### src/rtl/assert_macros.svh
// Assertion helpers, clocked on clk.
`ifndef ASSERT_MACROS_SVH
`define ASSERT_MACROS_SVH

// Checked outside reset only.
`define ASSERT_CLK(label, prop, msg) \
  label: assert property (@(posedge clk) disable iff (rst) prop) else $error(msg);

// Checked also while reset is high.
`define ASSERT_CLK_ALWAYS(label, prop, msg) \
  label: assert property (@(posedge clk) prop) else $error(msg);

`endif

### src/rtl/pst_pkg.sv
`default_nettype none
package pst_pkg;

  localparam int SYMBOLS   = 256;
  localparam int IDX_W     = $clog2(SYMBOLS);
  localparam int SYM_W     = 8;
  localparam int TIME_W    = 48;
  localparam int QTY_W     = 20;
  localparam int PRICE_W   = 24;
  localparam int VOL_W     = 40;
  localparam int WSUM_W    = 56;
  localparam int PROD_W    = PRICE_W + QTY_W;
  localparam int DIV_STEPS = PRICE_W;
  localparam int DCNT_W    = $clog2(DIV_STEPS);
  localparam int DSR_W     = VOL_W + DIV_STEPS - 1;

  localparam logic [VOL_W-1:0]   VOL_MAX  = {VOL_W{1'b1}};
  localparam logic [WSUM_W-1:0]  WSUM_MAX = {WSUM_W{1'b1}};
  localparam logic [PRICE_W-1:0] AVG_MAX  = {PRICE_W{1'b1}};

  localparam logic ACT_TRADE = 1'b0;
  localparam logic ACT_QUERY = 1'b1;

  typedef struct packed {
    logic               valid;
    logic [TIME_W-1:0]  last_time;
    logic [TIME_W-1:0]  gap_max;
    logic [VOL_W-1:0]   volume_sum;
    logic [WSUM_W-1:0]  weighted_sum;
    logic [PRICE_W-1:0] price_max;
  } entry_t;

  localparam int ENTRY_W = $bits(entry_t);

  typedef struct packed {
    logic capture;
    logic clr_write;
    logic trade_write;
    logic div_load;
    logic div_step;
    logic out_load;
  } cmd_t;

  typedef struct packed {
    logic is_query;
    logic hit;
    logic div_last;
    logic clr_last;
    logic out_free;
  } status_t;

endpackage
`default_nettype wire

### src/rtl/pst_ctrl.sv
`default_nettype none
module pst_ctrl (
  input  wire logic             clk,
  input  wire logic             rst,
  input  wire logic             in_valid,
  output logic                  in_ready,
  input  wire pst_pkg::status_t st,
  output pst_pkg::cmd_t         cmd
);

  localparam logic [2:0] S_CLR  = 3'd0;
  localparam logic [2:0] S_IDLE = 3'd1;
  localparam logic [2:0] S_RD   = 3'd2;
  localparam logic [2:0] S_EVAL = 3'd3;
  localparam logic [2:0] S_DIV  = 3'd4;
  localparam logic [2:0] S_FIN  = 3'd5;

  logic [2:0] state;
  logic [2:0] state_next;

  always_ff @(posedge clk) begin
    if (rst) begin
      state <= S_CLR;
    end else begin
      state <= state_next;
    end
  end

  always_comb begin
    state_next = state;
    cmd        = '0;
    in_ready   = 1'b0;
    case (state)
      S_CLR: begin
        cmd.clr_write = 1'b1;
        if (st.clr_last) state_next = S_IDLE;
      end
      S_IDLE: begin
        in_ready = 1'b1;
        if (in_valid) begin
          cmd.capture = 1'b1;
          state_next  = S_RD;
        end
      end
      S_RD: begin
        state_next = S_EVAL;
      end
      S_EVAL: begin
        if (st.is_query) begin
          cmd.div_load = 1'b1;
          state_next   = st.hit ? S_DIV : S_FIN;
        end else begin
          cmd.trade_write = 1'b1;
          state_next      = S_IDLE;
        end
      end
      S_DIV: begin
        cmd.div_step = 1'b1;
        if (st.div_last) state_next = S_FIN;
      end
      S_FIN: begin
        if (st.out_free) begin
          cmd.out_load = 1'b1;
          state_next   = S_IDLE;
        end
      end
      default: begin
        state_next = S_CLR;
      end
    endcase
  end

endmodule
`default_nettype wire

### config.mk
export PLATFORM = sky130hd
export DESIGN_NAME = pst_ctrl
export DESIGN_NICKNAME = d
export VERILOG_FILES = /design/src/rtl/assert_macros.svh /design/src/rtl/pst_pkg.sv /design/src/rtl/pst_ctrl.sv
export SDC_FILE = /design/constraint.sdc
export NUM_CORES = 1
export LEC_CHECK = 0
export BUFFER_PORTS_ARGS = -buffer_cell sky130_fd_sc_hd__buf_2
export CAP_MARGIN = 30
export CORE_AREA = 3 3 40 42
export CTS_CLUSTER_SIZE = 16
export DETAILED_ROUTE_END_ITERATION = 10
export DIE_AREA = 0 0 43 45
export PLACE_DENSITY_LB_ADDON = 0.2
export SYNTH_ARGS = -nofsm -noshare
export SYNTH_HDL_FRONTEND = slang
export SYNTH_SLANG_ARGS = --single-unit
export TNS_END_PERCENT = 100
### constraint.sdc
create_clock -name clk -period 1.1 [get_ports clk]
set_input_delay 0.22 -clock clk [delete_from_list [all_inputs] [get_ports clk]]
set_output_delay 0.22 -clock clk [all_outputs]
set_load 0.05 [all_outputs]
# After elaboration in Yosys (flattened, before gate mapping)
# Index checks and enable logic that the tools add are counted.
# op_classes
eq_ne,9
muxes,17
n_reduce_logical,2
# ops
operator,n
$pmux W3 S6,1
$mux W3,5
$mux W1,10
$ne A2 B2 Y1 const B,4
$eq A3 B2 Y1 const B,2
$eq A3 B3 Y1 const B,2
$reduce_and A4 Y1,1
$eq A3 B1 Y1 const B,1
$logic_not A3 Y1,1
$mux W2,1
# word_totals
ff_bits,3
output_inout_bits,7
elab_cells,29

# Depth between registers and ports, before layout
# Gate-level depths: netlist of the first run.
# logic_depth
ltp_word,3
ltp_mapped,4
depth_no_buf,3

# Worst setup path after synthesis of the first run
# OpenSTA, ideal clock, no wires.
# synth_path
path_type,register to output
startpoint,register state[1]
endpoint,output port cmd[3] in the netlist's numbering
arrival_time_ps,2104
setup_slack_ps,-1224
stages_incl_launch_ff,3
n_path_buf,0
cell_sequence,dfxtp_1 -> inv_2 -> nor4b_1
# synth_lines
item,line_no,source
from (decl),pst_ctrl.sv:18,logic [2:0] state;
from (signal assigned),pst_ctrl.sv:25,state <= state_next;
to (decl),pst_ctrl.sv:8,output pst_pkg::cmd_t cmd

==> results.md, run 1 <==
- Internal power: between 300 and 400 uW
- Antenna violations before repair: 0
- Max reg flops: 3
- # rows: 13
- Yosys top cell area share: 28.9%
- Total grt overflow: 0
- Initial core utilization: 16.2%
- Min Tclk post-route: around 1300 ps
- Clock power share: between 30 and 40%
- Slew Limit Fails: 0
- Async S/R FF share, synth: 0%
- Synthesized Nets: 35
- Synthesized flop and latch total: 3
- Synth top area cells: dfxtp_1 29%, nor2_1 9.0%, buf_4 7.2%
- Post-route ant nets: 0
- Worst setup SP type: flip-flop
- Die H: 45 um
- Post-synth EDFFs: 0
- Slew margin rel.: 85.6%
- Seq pwr share: between 20% and 30%
- Commonest cells post-synth: 5 x nor2_1, 3 x dfxtp_1
- Largest net degree at the start of global routing: 12
- Nets: between 60 and 70
- CP Capture Type: output port
- Dpl ws: -198 ps
- Max VDD drop: 0.391 mV
- Share of layout cells above drive strength 1: around four fifths
- WL/cell: between 10 and 15 um
- Fin cells: 70
- WL final: between 700 and 800 um
- Final WS setup: -203 ps
- Sw frac: between 30 and 40%
- Failing checks: setup timing
- CTS sink cnt: 3
- CTS buffer count: 3
- I/O Buffers: 14
- Clock Pin Slew Worst Setup and Hold Paths: 40 ps
- Worst-Margin Slew: approximately 210 ps
- Top flop regs: state x3
- Worst-Skew Late Latency: approximately 240 ps
- DRT Pass-1 Iters: 2
- Synthesized area: slightly above 200 um^2
- Antenna cell count: 0
- Setup Crit Path Kind: reg2out
- Worst min path class: in2reg
- Post-synth top area cell: dfxtp_1
- Syn Inst Count: 27
- Clock H-tree levels: 1
- Max_cap viols: 0
- Distinct cell type count after synthesis: 17
- Vias: 309
- Leakage power: around 0.24 nW
- HPWL after DPL: between 600 and 700 um
- IO Count: 15
- Routability congestion estimate: between 0.6 and 0.7
- Syn. warnings: 0
- Vias in the first global route: approximately 320
- Top reg by flops: state
- Syn-to-layout area delta: 157%
- Prevailing post-synth register cell: dfxtp_1
- Status: finished, violations left
- Unrepaired setup endpoints after global routing: yes
- Placed Cells: 65
- CP max FO: 11
- Iteration-0 DRC Markers: 2
- Post-DR vias/cell: around 4.4
- CTS tree: built
- Full die area: slightly below 0.002 mm^2
- Most numerous cell in the Yosys netlist: nor2_1
- Die width: approximately 43 um
- # setup viols final: 8
- # DRC: 0
- First-pass GRT wire length: roughly 1.4 mm
- Power share of the combinational group: 38.2%
- P_sw: around 190 uW
- CTS root buf: clkbuf_4
- Peak Freq: 767 MHz
- Core Area: about 0.0013 mm^2
- Final core utilization: 41.6%
- Part of the Yosys area used for sequential elements: a little under 30%
- Mean Syn Cell Area: just under 8 um^2
- Data arrival time of the worst path: between 1000 and 1500 ps
- Clock skew: ~4.7 ps
- Maximum clock insertion buffer count: 2
- CP Data Required Time: 880 ps
- Tot GR Track Use: between 10% and 20%
- Final period util: 118%
- Cell Pwr Density: 1020 mW/mm^2
- Fin. Hold Viols: 0
- Total chip power: 543 uW
[worst max-delay path, stage by stage, from the launching register on]
cell and delay (ps):
dfxtp_4 410, and4b_2 270, buf_6 160
[logic make-up (layout without fill, tap and decap cells)]
group	count (synthesis)	after routing	synth area share (%)
DFF	3	3	28.9
muxes	1	1	7.23
buffers and inverters	4	32	10.8
AOI/OAI and AO/OA	5	5	15.7
and+or+nand+nor	14	14	37.4
[metrics by stage]
step | setup TNS [ps] | area, um^2 | hold slack (ps)
floorplan | -355 | 283 | 280
global placement | -682 | 432 | 418
detailed placement | -1010 | 432 | 422
CTS | -1300 | 527 | 179
global route | -1810 | 534 | 181
finish | -1310 | 534 | 181
[path summary, 6_finish.rpt]
kind | from | end | slack (ps) | cells past startpoint
max reg2reg | state[2] | state[0] | -20 | 5
min | rst | state[1] | 180 | 2
min reg2reg | state[2] | state[2] | 600 | 2
max | state[0] | cmd[2] | -200 | 2
[placed cells by master (no fill, tap or decap), types with 2 or more instances in the layout]
cell type	instances
buf_6	10
buf_4	9
buf_2	7
nor2_1	3
clkbuf_4	3
dfxtp_4	3
nor2_4	2
nor3_4	2
a31oi_1	2
[layout make-up]
type	instances	area, um^2
fill	136	751
timing repair buffer	26	215
multi-input combinational	20	195
sequential	3	71.3
clock buffer	4	26.3
tap	15	18.8
inverter	2	7.51
[metal layers]
layer	vias up	global-route usage [%]	share of wire, %
met5	-	0	0
met3	3	4.78	7.1
met1	144	10.6	39
li1	149	-	-
met2	13	14.1	52
met4	0	12.7	2.0
[what timing repair did]
item | 4_1_cts | 5_1_grt
endpoints found under the setup margin | 9 | 8
resized for setup | 22 | 0
pin swaps | 1 | 0
hold buffers | 0 | 0
buffers inserted | 0 | 1
[power by group through the flow]
stage / combinational (mW) / clock, mW / sequential, mW
4_1_cts: 0.208 / 0.202 / 0.139
6_report: 0.207 / 0.198 / 0.137
5_1_grt: 0.221 / 0.224 / 0.141
3_3_place_gp: 0.179 / 0 / 0.141
2_1_floorplan: 0.133 / 0 / 0.127
3_5_place_dp: 0.180 / 0 / 0.141
(Power assumes the default switching activity.)
==> run 2: changes to the inputs <==
Settings changed: ABC_AREA set to 1, CTS_BUF_LIST set to sky130_fd_sc_hd__clkbuf_8, GPL_ROUTABILITY_DRIVEN set to 0.
==> run 2 against run 1 <==
Against the previous run: power grew to 4.2 times the previous value; die area is the same; flip-flop and latch count is the same; sequential power grew 110%; global-route usage grew 0.91 points; highest routed layer unchanged; largest power group unchanged; synthesized area grew 31%; clock skew shrank 1.5 ps; utilization grew 9.7 points; critical path type unchanged; non-clock buffer count shrank 3; worst hold slack lost 13 ps; maximum frequency shrank 1.1%; the run still ends with setup timing left.
==> results.md, run 2 <==
- I/O Buffers: 14
- Max VDD drop: 1.58 mV
- Synthesized Nets: 54
- Setup Crit Path Kind: reg2out
- Post-DR vias/cell: roughly 4.2
- First-pass GRT wire length: roughly 1.6 mm
- Fin. Hold Viols: 0
- Fin Hold WS: 168 ps
- Final period util: 120%
- CP Capture Type: output port
- Distinct cell type count after synthesis: 16
- Top reg by flops: state
- CTS root buf: clkbuf_8
- Slew Limit Fails: 0
- CTS buffer count: 3
- Yosys top cell area share: 22.0%
- Peak Freq: ~760 MHz
- Worst min path class: in2reg
- Failing checks: setup timing
- CP Data Required Time: just under 900 ps
- Worst-Margin Slew: approximately 200 ps
- Antenna cell count: 0
- Final WS setup: -218 ps
- Syn Inst Count: 46
- Tot GR Track Use: about 11%
- DRT Pass-1 Iters: 2
- Max reg flops: 3
- Worst-Skew Late Latency: approximately 220 ps
- Post-synth EDFFs: 0
- Top flop regs: state x3
- Leakage power: 0.300 nW
- Die H: approximately 45 um
- Syn. warnings: 0
- CTS sink cnt: 3
- Iteration-0 DRC Markers: 3
- Clock skew: ~3.3 ps
- WL/cell: ~10 um
- # hold bufs at CTS: 0
- Core Area: roughly 0.0013 mm^2
- Full die area: ~0.0019 mm^2
- Min Tclk post-route: about 1300 ps
- Status: finished, violations left
- HPWL after DPL: roughly 650 um
- Final core utilization: between 50% and 60%
- Post-route ant nets: 0
- Placed cell area: 478 um^2
- Total grt overflow: 0
- # rows: 13
- Vias: between 300 and 400
- Maximum clock insertion buffer count: 2
- Mean Syn Cell Area: 5.93 um^2
- Synthesized flop and latch total: 3
- Cell Pwr Density: approximately 3500 mW/mm^2
- Synthesized area: between 200 and 300 um^2
- Most numerous cell in the Yosys netlist: inv_1
- Part of the Yosys area used for sequential elements: between 20% and 30%
- Nets: 82
- Synth top area cells: dfxtp_1 22%, inv_1 14%, nand3_1 9.2%
- CP max FO: 5
- Final instance area: about 660 um^2
- Antenna violations before repair: 0
- Syn-to-layout area delta: 142%
- Vias in the first global route: around 400
- Slew margin rel.: approximately 87%
- Most common cell after layout, fill and taps aside: inv_1
- # setup viols final: 9
- Worst setup SP type: flip-flop
- Dpl ws: -137 ps
- # DRC: 0
- Data arrival time of the worst path: about 1100 ps
- Clock Pin Slew Worst Setup and Hold Paths: 30 ps
- Initial core utilization: 21.2%
- Most used cells in the layout excluding fill and tap cells: 8 x inv_1, 7 x buf_2, 7 x buf_6, 7 x buf_4, 6 x nor2_4
- IO Count: 15
- CTS tree: built
- Clock H-tree levels: 1
- Prevailing post-synth register cell: dfxtp_1
- Post-synth top area cell: dfxtp_1
- Die width: between 40 and 50 um
- Max_cap viols: 0
- Unrepaired setup endpoints after global routing: yes
- Commonest cells post-synth: 10 x inv_1, 6 x nand2_1, 6 x nor2_1, 5 x nand3_1
- WL final: ~900 um
- Share of layout cells above drive strength 1: between 70 and 80%
- Async S/R FF share, synth: 0%
- Largest net degree at the start of global routing: 7
run 2: cell count changes after synthesis, sizes merged, moves of 2 or more:
cell,previous run,this run
inv,2,12
nand2,2,9
nand3,0,5
nor2,5,8
a21oi,0,2
a31oi,2,0
buf,2,0
nor3,3,1
o21ai,1,3
run 2: power breakdown:
group / internal (mW) / switching (mW) / total (mW)
Sequential: 0.184 / 0.103 / 0.287
Clock: 0.239 / 0.0837 / 0.322
Combinational: 0.705 / 0.976 / 1.68
run 2: metrics by stage:
stage / setup TNS, ps / power (mW) / instances
final: -1350 / 2.29 / 88
after global routing: -1770 / 2.44 / 88
after CTS: -1320 / 2.17 / 88
after detailed placement: -750 / 1.48 / 82
after global placement: -732 / 1.49 / 82
after floorplan: -448 / 1.15 / 46
run 2: worst max-delay path: stages (launching register included):
cell and delay, ps:
dfxtp_4 380, inv_4 60, nor2_4 120, nand2_4 80
nor2_4 80, buf_6 150
run 2: final timing paths:
path | start | endpoint | slack [ps] | cells past startpoint
worst max-delay path | state[0] | cmd[5] | -220 | 5
worst min-delay path | rst | state[1] | 170 | 2
worst max register to register | state[1] | state[2] | -30 | 5
worst min register to register | state[2] | state[0] | 730 | 4
run 2: cell type report:
class                      instances  area (um^2)
clock buffer                       3         41.3
clock inverter                     1         3.75
fill                             120          626
inverter                          12         55.1
multi-input combinational         31          275
sequential                         3         68.8
tap                               15         18.8
timing repair buffer              23          196
run 2: what timing repair did:
item	4_1_cts	5_1_grt
gates cloned	0	0
resized for setup	26	8
setup buffers	2	1
setup endpoints to repair	10	10
pin swaps	3	4
run 2: cell families after synthesis:
logic type,after synthesis,synth area share (%)
and+or+nand+nor,26,49.5
AOI/OAI and AO/OA,5,11.9
buffers and inverters,12,16.5
DFF,3,22.0
run 2: layer usage:
metal	track usage (%)	wire [um]	up-vias
li1	-	-	197
met1	11.8	359	163
met2	19.2	478	10
met3	3.19	48	2
met4	8.43	14	0
met5	0	0	-
==> run 3: changes to the inputs <==
Settings changed: CTS_BUF_LIST sky130_fd_sc_hd__clkbuf_8 to sky130_fd_sc_hd__clkbuf_4 sky130_fd_sc_hd__clkbuf_8.
==> run 3 against run 2 <==
Against the previous run: largest power group unchanged; maximum frequency shrank 1.3%; combinational power shrank 3%; the run still ends with setup timing left; routed wire length shrank 1.4%.
==> results.md, run 3 (synthesis gave the netlist of run 2 again) <==
- Status: finished, violations left
- Failing checks: setup timing
- CTS tree: built
- Unrepaired setup endpoints after global routing: yes
- Most used cells in the layout excluding fill and tap cells: 9 x buf_4, 7 x inv_1, 7 x buf_2, 7 x buf_6, 5 x nor2_4
- # hold bufs at CTS: 0
- Leakage power: 0.291 nW
- Core Area: 0.00128 mm^2
- Vias: between 300 and 400
- Max reg flops: 3
- Post-route ant nets: 0
- Tot GR Track Use: between 10% and 20%
- Data arrival time of the worst path: around 1100 ps
- WL/cell: roughly 10 um
- WL final: roughly 890 um
- Setup Crit Path Kind: reg2out
- Worst-Skew Late Latency: 240 ps
- Top reg by flops: state
- Fillers: around 120
- CP Capture Type: output port
- Dpl ws: -137 ps
- HPWL after DPL: 652 um
- Slew margin rel.: around 87%
- Antenna violations before repair: 0
- Initial core utilization: between 20% and 30%
- Final WS setup: -236 ps
- Full die area: around 0.0019 mm^2
- Clock skew: 7.65 ps
- Cell Pwr Density: about 3400 mW/mm^2
- Syn-to-layout area delta: 130%
- Vias in the first global route: roughly 390
- Max VDD drop: approximately 1.7 mV
- Iteration-0 DRC Markers: 0
- Clock Pin Slew Worst Setup and Hold Paths: around 40 ps
- Total chip power: approximately 2.1 mW
- Worst min path class: in2reg
- Die width: 43 um
- DRT Pass-1 Iters: 1
- Antenna cell count: 0
- Final core utilization: approximately half
- CTS buffer count: 3
- Nets: 83
- # rows: 13
- CP Data Required Time: roughly 880 ps
- Post-DR vias/cell: around 4
- Worst setup SP type: flip-flop
- Maximum clock insertion buffer count: 2
- Worst-Margin Slew: roughly 200 ps
- Top flop regs: state x3
- Share of layout cells above drive strength 1: roughly three quarters
- Most common cell after layout, fill and taps aside: buf_4
- Largest net degree at the start of global routing: 7
- First-pass GRT wire length: ~1.5 mm
- Total grt overflow: 0
- # DRC: 0
- Multi-input logic area: around 260 um^2
- Fin. Hold Viols: 0
- # setup viols final: 9
- CP max FO: 5
- Final period util: 121%
- I/O Buffers: 14
- Reg area: between 60 and 70 um^2
- CTS sink cnt: 3
- Clock H-tree levels: 1
- Peak Freq: approximately 750 MHz
- CTS root buf: clkbuf_4
- IO Count: 15
- Slew Limit Fails: 0
- Die H: 45 um
- Max_cap viols: 0
- Min Tclk post-route: 1340 ps
## run 3: changes by cell type in the layout (fill, tap and decap cells not counted)
cell      previous run  this run
buf_4                7         9
buf_8                2         1
clkbuf_4             0         4
clkbuf_8             3         0
inv_1                8         7
nand2_2              3         4
nand2_4              2         1
nor2_1               0         1
nor2_4               6         5
o21ai_1              1         2
o21ai_2              2         1
## run 3: area by class of cell
cell class	instances	area share, %
repair buffers	24	31.3
well taps	15	2.99
multi-input cells	31	41.2
clock buffers	4	4.78
flip-flops and latches	3	11.0
inverters	12	8.76
## run 3: final timing paths
kind	start	end	slack, ps	depth (start not counted)
max reg2reg	state[1]	state[1]	-40	7
min reg2reg	state[0]	state[2]	740	5
max	state[0]	cmd[5]	-240	5
min	rst	state[1]	140	2
## run 3: metal layers
metal	track usage, %	share of wire [%]
met1	11.8	42
met2	19.8	51
met3	2.79	5.3
met4	7.23	2.3
met5	0	0
## run 3: power breakdown
group          leakage (nW)  internal [mW]  switching [mW]
logic                 0.246          0.673           0.952
registers            0.0264          0.183          0.0938
clock network        0.0184          0.161          0.0667
## run 3: repair_timing
item | 4_1_cts | 5_1_grt
endpoints found under the setup margin | 10 | 10
buffers inserted | 2 | 1
resized for setup | 26 | 2
cloned | 0 | 0
pin swaps | 3 | 3
## run 3: metrics by stage
stage	instance area, um^2	instances	hold slack (ps)	setup TNS, ps
finish	628	89	144	-1550
global route	628	89	148	-2020
CTS	613	88	137	-1500
detailed placement	478	82	394	-750
global placement	478	82	393	-732
floorplan	337	46	279	-448
## run 3: critical path, cell delays in order, from the launching register on
cell,delay [ps]
dfxtp_4,380
inv_4,60
nor2_4,110
nand2_4,80
nor2_4,80
buf_6,150
